<file path="src/rtl/wltp_pkg.sv">
// Shared types and constants for the windowed linear trend predictor.
// No dependencies; used by wltp_div and windowed_linear_trend_predictor_top.
package wltp_pkg;

   localparam int OUT_W       = 40;  // width of prediction, slope and intercept
   localparam int SLOPE_FRAC  = 16;
   localparam int VALUE_FRAC  = 8;
   localparam int WIDE_SHIFT  = SLOPE_FRAC + 1;  // one extra bit feeds rounding
   localparam int NARROW_SHIFT = VALUE_FRAC + 1;

   localparam logic [6:0] WL_RESET = 7'd16;
   localparam logic [7:0] HZ_RESET = 8'd1;

   typedef enum logic [0:0] {
      CSR_WINDOW_LENGTH = 1'b0,
      CSR_HORIZON       = 1'b1
   } csr_index_type;

   typedef enum logic [3:0] {
      ST_IDLE,
      ST_SWEEP,
      ST_MUL_A,
      ST_MUL_B,
      ST_MUL_C,
      ST_DIV_M,
      ST_DIV_B,
      ST_DIV_P,
      ST_OUT
   } state_type;

   typedef struct packed {
      logic start;
      logic wide_frac;
   } div_ctl_type;

   typedef struct packed {
      logic busy;
      logic done;
   } div_sts_type;

endpackage

</file>
<file path="src/rtl/wltp_div.sv">
// Iterative restoring divider: floor(dividend * 2^shift / divisor), divisor > 0.
// Depends on wltp_pkg (control/status structs, shift constants).
module wltp_div #(
   parameter int XW = 64,
   parameter int DW = 29,
   localparam int DVW = XW + wltp_pkg::WIDE_SHIFT,
   localparam int QW = DVW + 1
) (
   input  logic                    clock,
   input  logic                    reset,
   input  wltp_pkg::div_ctl_type   ctl,
   input  logic signed [XW-1:0]    dividend,
   input  logic [DW-1:0]           divisor,
   output wltp_pkg::div_sts_type   sts,
   output logic signed [QW-1:0]    quotient
);

   localparam int CW = $clog2(DVW + 1);
   localparam int PADW = wltp_pkg::WIDE_SHIFT - wltp_pkg::NARROW_SHIFT;

   logic [CW-1:0]       cnt_ff;
   logic [DVW-1:0]      dvd_ff;
   logic [DW-1:0]       rem_ff;
   logic [DW-1:0]       d_ff;
   logic                neg_ff;
   logic                busy_ff;
   logic                fin_ff;
   logic                done_ff;
   logic signed [QW-1:0] q_ff;

   logic [XW-1:0]       mag;
   logic [DW:0]         trial;
   logic                ge;
   logic signed [QW-1:0] q_pos;

   always_comb begin
      mag   = dividend[XW-1] ? XW'(-dividend) : XW'(dividend);
      trial = {rem_ff, dvd_ff[DVW-1]};
      ge    = trial >= {1'b0, d_ff};
      q_pos = $signed({1'b0, dvd_ff});
   end

   always_ff @(posedge clock) begin
      if (reset) begin
         busy_ff <= 1'b0;
         fin_ff  <= 1'b0;
         done_ff <= 1'b0;
      end else begin
         done_ff <= fin_ff;
         fin_ff  <= 1'b0;
         if (ctl.start) begin
            busy_ff <= 1'b1;
         end else if (busy_ff && cnt_ff == CW'(1)) begin
            busy_ff <= 1'b0;
            fin_ff  <= 1'b1;
         end
      end
   end

   always_ff @(posedge clock) begin
      if (ctl.start) begin
         cnt_ff <= CW'(DVW);
         rem_ff <= '0;
         d_ff   <= divisor;
         neg_ff <= dividend[XW-1];
         if (ctl.wide_frac) begin
            dvd_ff <= {mag, {wltp_pkg::WIDE_SHIFT{1'b0}}};
         end else begin
            dvd_ff <= {{PADW{1'b0}}, mag, {wltp_pkg::NARROW_SHIFT{1'b0}}};
         end
      end else if (busy_ff) begin
         cnt_ff <= cnt_ff - CW'(1);
         rem_ff <= ge ? DW'(trial - {1'b0, d_ff}) : trial[DW-1:0];
         dvd_ff <= {dvd_ff[DVW-2:0], ge};
      end
      // apply sign with floor rounding toward minus infinity
      if (fin_ff) begin
         q_ff <= neg_ff ? (-q_pos - QW'($signed({1'b0, rem_ff != '0}))) : q_pos;
      end
   end

   assign sts.busy = busy_ff | fin_ff;
   assign sts.done = done_ff;
   assign quotient = q_ff;

   a_rem_below_divisor : assert property (@(posedge clock) disable iff (reset)
      busy_ff |-> rem_ff < d_ff)
      else $error("divider remainder reached divisor");
   a_done_pulse : assert property (@(posedge clock) disable iff (reset)
      done_ff |=> !done_ff)
      else $error("divider done held for more than one cycle");
   a_start_idle : assert property (@(posedge clock) disable iff (reset)
      ctl.start |-> !busy_ff && !fin_ff)
      else $error("divider started while busy");

endmodule
</file>
<file path="config.mk">
export PLATFORM = sky130hd
export DESIGN_NAME = wltp_div
export DESIGN_NICKNAME = d
export VERILOG_FILES = /design/src/rtl/wltp_pkg.sv /design/src/rtl/wltp_div.sv
export SDC_FILE = /design/constraint.sdc
export NUM_CORES = 1
export LEC_CHECK = 0
export BUFFER_PORTS_ARGS = -buffer_cell sky130_fd_sc_hd__buf_4
export CORE_MARGIN = 2
export CORE_UTILIZATION = 61
export DETAILED_ROUTE_END_ITERATION = 8
export PLACE_DENSITY = 0.82
export REMOVE_ABC_BUFFERS = 1
export SLEW_MARGIN = 20
export SYNTH_ARGS = -nofsm -noshare
export SYNTH_HDL_FRONTEND = slang
export SYNTH_SLANG_ARGS = --single-unit
</file>
<file path="constraint.sdc">
create_clock -name clock -period 5.1 [get_ports clock]
set_input_delay 0.765 -clock clock [delete_from_list [all_inputs] [get_ports clock]]
set_output_delay 0.765 -clock clock [all_outputs]
set_load 0.005 [all_outputs]
</file>
======== Yosys cells after proc, flatten, opt, wreduce, memory -nomap -nowiden ========
Cells that the tools add are included.
storage, ports and cells
  register bits after elaboration ......... 232
  output and inout port bits .............. 84
  logic and storage cells ................. 32
cells by class
  add/sub/neg operators ................... 5
  magnitude comparators ................... 1
  equal/unequal tests ..................... 1
  multiplexer cells ....................... 9
  bitwise operators ....................... 1
  reductions and logical operators ........ 5
operator list
  operator             count
  $mux 81              4
  $neg 81->82          1
  $sub 82x2->82        1
  $mux 64              1
  $neg 64->64          1
  $ge 30x29->1         1
  $mux 29              1
  $reduce_bool 29->1   1
  $sub 29x29->29       1
  $eq 7x1->1 const B   1
  $sub 7x1->7 const B  1
  $reduce_bool 2->1    2
  $mux 1               3
  $reduce_or 2->1      1
  $logic_and 1x1->1    1
  $or 1x1->1           1

======== Logic depth before layout (Yosys ltp) ========
  word-level depth ........................ 4
  mapped depth ............................ 17
  mapped depth without buffers ............ 17

======== Worst setup path before layout ========
No wires, ideal clock.
  path type ............................... input -> register
  start point ............................. in dividend[12]
  end point ............................... reg dvd_ff[65] (data pin)
  setup time .............................. 258 ps
  data arrival time ....................... 3968 ps
  slack ................................... 874 ps
  stages on the path ...................... 10
  path buffers ............................ 0
  path through ............................ or4_4 > or4b_4 > or3_4 > or4_4 > or3_4 > or3_1 > o31ai_2 > xor2_1 > mux2_2 > mux2i_1
between the ends
  cells in the longest elaborated chain, start to end .. 4
ends and longest elaborated chain
  element                 RTL line        RTL
  start: declaration      wltp_div.sv:12  input logic signed [XW-1:0] dividend,
  $neg 64->64             wltp_div.sv:37  mag = dividend[XW-1] ? XW'(-dividend) : XW'(dividend);
  $mux 64                 wltp_div.sv:37
  $mux 81                 wltp_div.sv:66  if (ctl.wide_frac) begin
  $mux 81                 wltp_div.sv:61  if (ctl.start) begin
  end signal: assignment  wltp_div.sv:67  dvd_ff <= {mag, {wltp_pkg::WIDE_SHIFT{1'b0}}};
  end signal: assignment  wltp_div.sv:69  dvd_ff <= {{PADW{1'b0}}, mag, {wltp_pkg::NARROW_SHIFT{1'b0}}};
  end signal: assignment  wltp_div.sv:74  dvd_ff <= {dvd_ff[DVW-2:0], ge};
  end: declaration        wltp_div.sv:22  logic [DVW-1:0] dvd_ff;
No other way between the ends.
A chain may end at the register's enable or synchronous reset.

======== Worst setup path after layout ========
  start point ............................. reg rem_ff[5]
  end point ............................... reg q_ff[49] (netlist: quotient[49]) (data pin)
between the ends
  cells in the longest elaborated chain, start to end .. 3
ends and longest elaborated chain
  element                   RTL line        RTL
  start: declaration        wltp_div.sv:23  logic [DW-1:0] rem_ff;
  start signal: assignment  wltp_div.sv:73  rem_ff <= ge ? DW'(trial - {1'b0, d_ff}) : trial[DW-1:0];
  $reduce_bool 29->1        wltp_div.sv:78  q_ff <= neg_ff ? (-q_pos - QW'($signed({1'b0, rem_ff != '0}))) : q_pos;
  $sub 82x2->82             wltp_div.sv:78
  $mux 81                   wltp_div.sv:78
  end signal: assignment    wltp_div.sv:78
  end: declaration          wltp_div.sv:29  logic signed [QW-1:0] q_ff;
No other way between the ends.

==> impl_metrics.json <==
{
  "synth_top_area_share": 0.326,
  "fmax_mhz": 207,
  "endpoint_kind": "flop",
  "initial_utilization": 0.619,
  "grt_max_degree": 83,
  "port_buffers": 180,
  "setup.worst_path.start_class": "flop",
  "grt_usage": 0.350,
  "die_h_um": 175,
  "fin_tns_setup_ns": 0,
  "wl_mm": 54.6,
  "ys.flop_type": "edfxtp_1",
  "r2r_end": "quotient[49]",
  "core_mm2": 0.0287,
  "post-route-period-util": 0.948,
  "cts_tree": "yes",
  "leakagePower_nw": 8.49,
  "clock-root-buffer": "clkbuf_16",
  "seq_area_frac_synth": 0.370,
  "drc": 0,
  "syn_area_per_cell_um2": 8.71,
  "clock_skew_ns": 0.0156,
  "synthCells": 2040,
  "clk_pin_slew_ns": 0.06,
  "die-area_mm2": 0.0305,
  "yosysTopAreaCell": "edfxtp_1",
  "synth_edf_count": 193,
  "fin_util": 0.712,
  "cts_made_buffers": 28,
  "place_area_mm2": 0.0194,
  "critPathMaxFanout": 5,
  "reg2regPathDepth": 17,
  "grt_antenna_before_repair": 6,
  "timing.final.crit_period_ns": 4.84,
  "synth_area_leaders": "edfxtp_1, ha_1, nand2_1",
  "vdd_drop_max_mv": 0.322,
  "yosysMostFrequentCell": "nand2_1",
  "critPathArrivalTime_ns": 5.12,
  "dp.final_hpwl_mm": 41.0,
  "critical_path.endpoint": "quotient[49]",
  "die_x_um": 175,
  "grt_pass1_vias": 15401,
  "overflow": 0,
  "fill_cells": 2273,
  "cts_sinks": 232,
  "final_cell_area_mm2": 0.0204,
  "synth_cell_types": 80,
  "maxSlewViolCount": 0,
  "relSlewSlack": 0.303,
  "powerDensity_mw_per_mm2": 348,
  "num-nets-final": 2384,
  "postCtsSetupRepairBufs": 0,
  "critical_path_required_ns": 5.38,
  "max_slew.worst_pin.slew_ns": 1.04,
  "vias_per_cell": 6.44,
  "ff2ff_setup_slack_ns": 0.26,
  "wire_per_inst_um": 21.2,
  "synthToLayoutAreaGrowth_pct": 15.0,
  "vias": 16610,
  "globalplace.congestion": 1.03,
  "r2r_start": "rem_ff[5]",
  "critPathLaunch": "rem_ff[5]",
  "floorplan.rows": 62,
  "setup_viol": 0,
  "syn_area_mm2": 0.0178,
  "cap_violations": 0,
  "path_class": "reg -> reg",
  "cts-htree-levels": 1,
  "grt_pass1_wl_mm": 84.8,
  "clk_latency_ns": 0.57,
  "run_status": "complete, no violations",
  "clock_tree.buffer_depth": 3,
  "hold_class": "in -> reg",
  "ys_warn_count": 0,
  "cts_hold_buf": 0,
  "drtIter0Drc": 2075,
  "power_mw": 7.11,
  "ant_nets": 0,
  "holdWs_ns": 0.371,
  "first_pass_iters": 8,
  "async_reset_ff_frac": 0,
  "cts_resized": 0,
  "synth_commonest_cells": "nand2_1, edfxtp_1, o21ai_0, inv_1, a21oi_1",
  "hold_viol": 0,
  "ios": 181,
  "drive_above_1_share": 0.135,
  "rsz0062_at_grt": "no",
  "synth-seq-cells": 232
}
worst max-delay path, stage by stage (launching register included):
cell and delay, ns:
dfxtp_1 0.34, nor4_1 0.39, nand4_1 0.13, nor2_1 0.19, ha_2 0.29, ha_1 0.20
inv_1 0.05, ha_1 0.20, o21bai_1 0.14, a21oi_1 0.13, or4_1 0.56, a211oi_1 0.34
o21ai_0 0.26, a311o_1 0.44, o211a_1 0.19, o41a_1 0.44, xnor2_1 0.18, mux2i_1 0.09
cells in the final DEF (no fill, tap or decap), types with 56 or more instances in the layout:
master    instances
a21o_1           56
a21oi_1         151
buf_4           199
edfxtp_1        193
ha_1            114
inv_1           158
nand2_1         233
nor2_1          132
o21ai_0         174
xnor2_1          76
xor2_1           76
cells by family (layout without fill, tap and decap cells):
group	Yosys count	count (layout)	synth area share
flip-flops	232	232	0.370
other	0	4	0
AO/OA/AOI/OAI	625	625	0.222
AND/OR/NAND/NOR	596	596	0.160
XOR/XNOR	152	152	0.0749
adder cells (fa/ha/maj)	116	116	0.0821
buffers and inverters	260	413	0.0561
multiplexers	59	59	0.0342
area by class of cell:
cell class | count | area (um^2) | share of cell area
Antenna cell | 4 | 10.0 | 0.000490
Clock buffer | 38 | 855 | 0.0418
Clock inverter | 14 | 175 | 0.00858
Inverter | 161 | 604 | 0.0296
Multi-Input combinational cell | 1548 | 10200 | 0.500
Sequential cell | 232 | 6580 | 0.322
Tap cell | 384 | 480 | 0.0235
Timing Repair Buffer | 200 | 1510 | 0.0741
layer usage:
metal  vias up  part of all wire  global-route usage
li1       7762                 -                   -
met1      7824              0.43               0.510
met2       868              0.43               0.526
met3       154             0.098              0.0609
met4         2             0.037               0.122
met5         -           0.00024                   0
flip-flops by register name, indices dropped and copies added, names as in the netlist:
signal	cells
rem_ff	29
d_ff	29
cnt_ff	7
busy_ff	1
dvd_ff	81
done_ff	1
fin_ff	1
quotient	82
neg_ff	1
power by group:
group | internal (mW) | leakage, nW | total, mW | switching (mW)
combinational | 0.974 | 5.81 | 2.57 | 1.59
clock | 1.34 | 0.500 | 2.19 | 0.858
sequential | 2.26 | 2.19 | 2.35 | 0.0946
total | 4.57 | 8.49 | 7.11 | 2.55
metrics by stage:
stage,worst slack [ns],instances
global route,0.0572,2580
floorplan,0.302,1941
global placement,0.316,2525
finish,0.265,2581
CTS,0.160,2577
detailed placement,0.201,2525
worst min-delay path by stage:
stage,cells after the start,startpoint,slack [ns],end
2_1_floorplan,2,cnt_ff[6],0.46,cnt_ff[6]
5_1_grt,1,divisor[25],0.36,d_ff[25]
6_report,1,divisor[22],0.37,d_ff[22]
4_1_cts,1,divisor[16],0.37,d_ff[16]
3_5_place_dp,2,cnt_ff[1],0.49,cnt_ff[1]
3_3_place_gp,2,cnt_ff[6],0.48,cnt_ff[6]
Note: power is estimated with default switching activity, not from simulation.
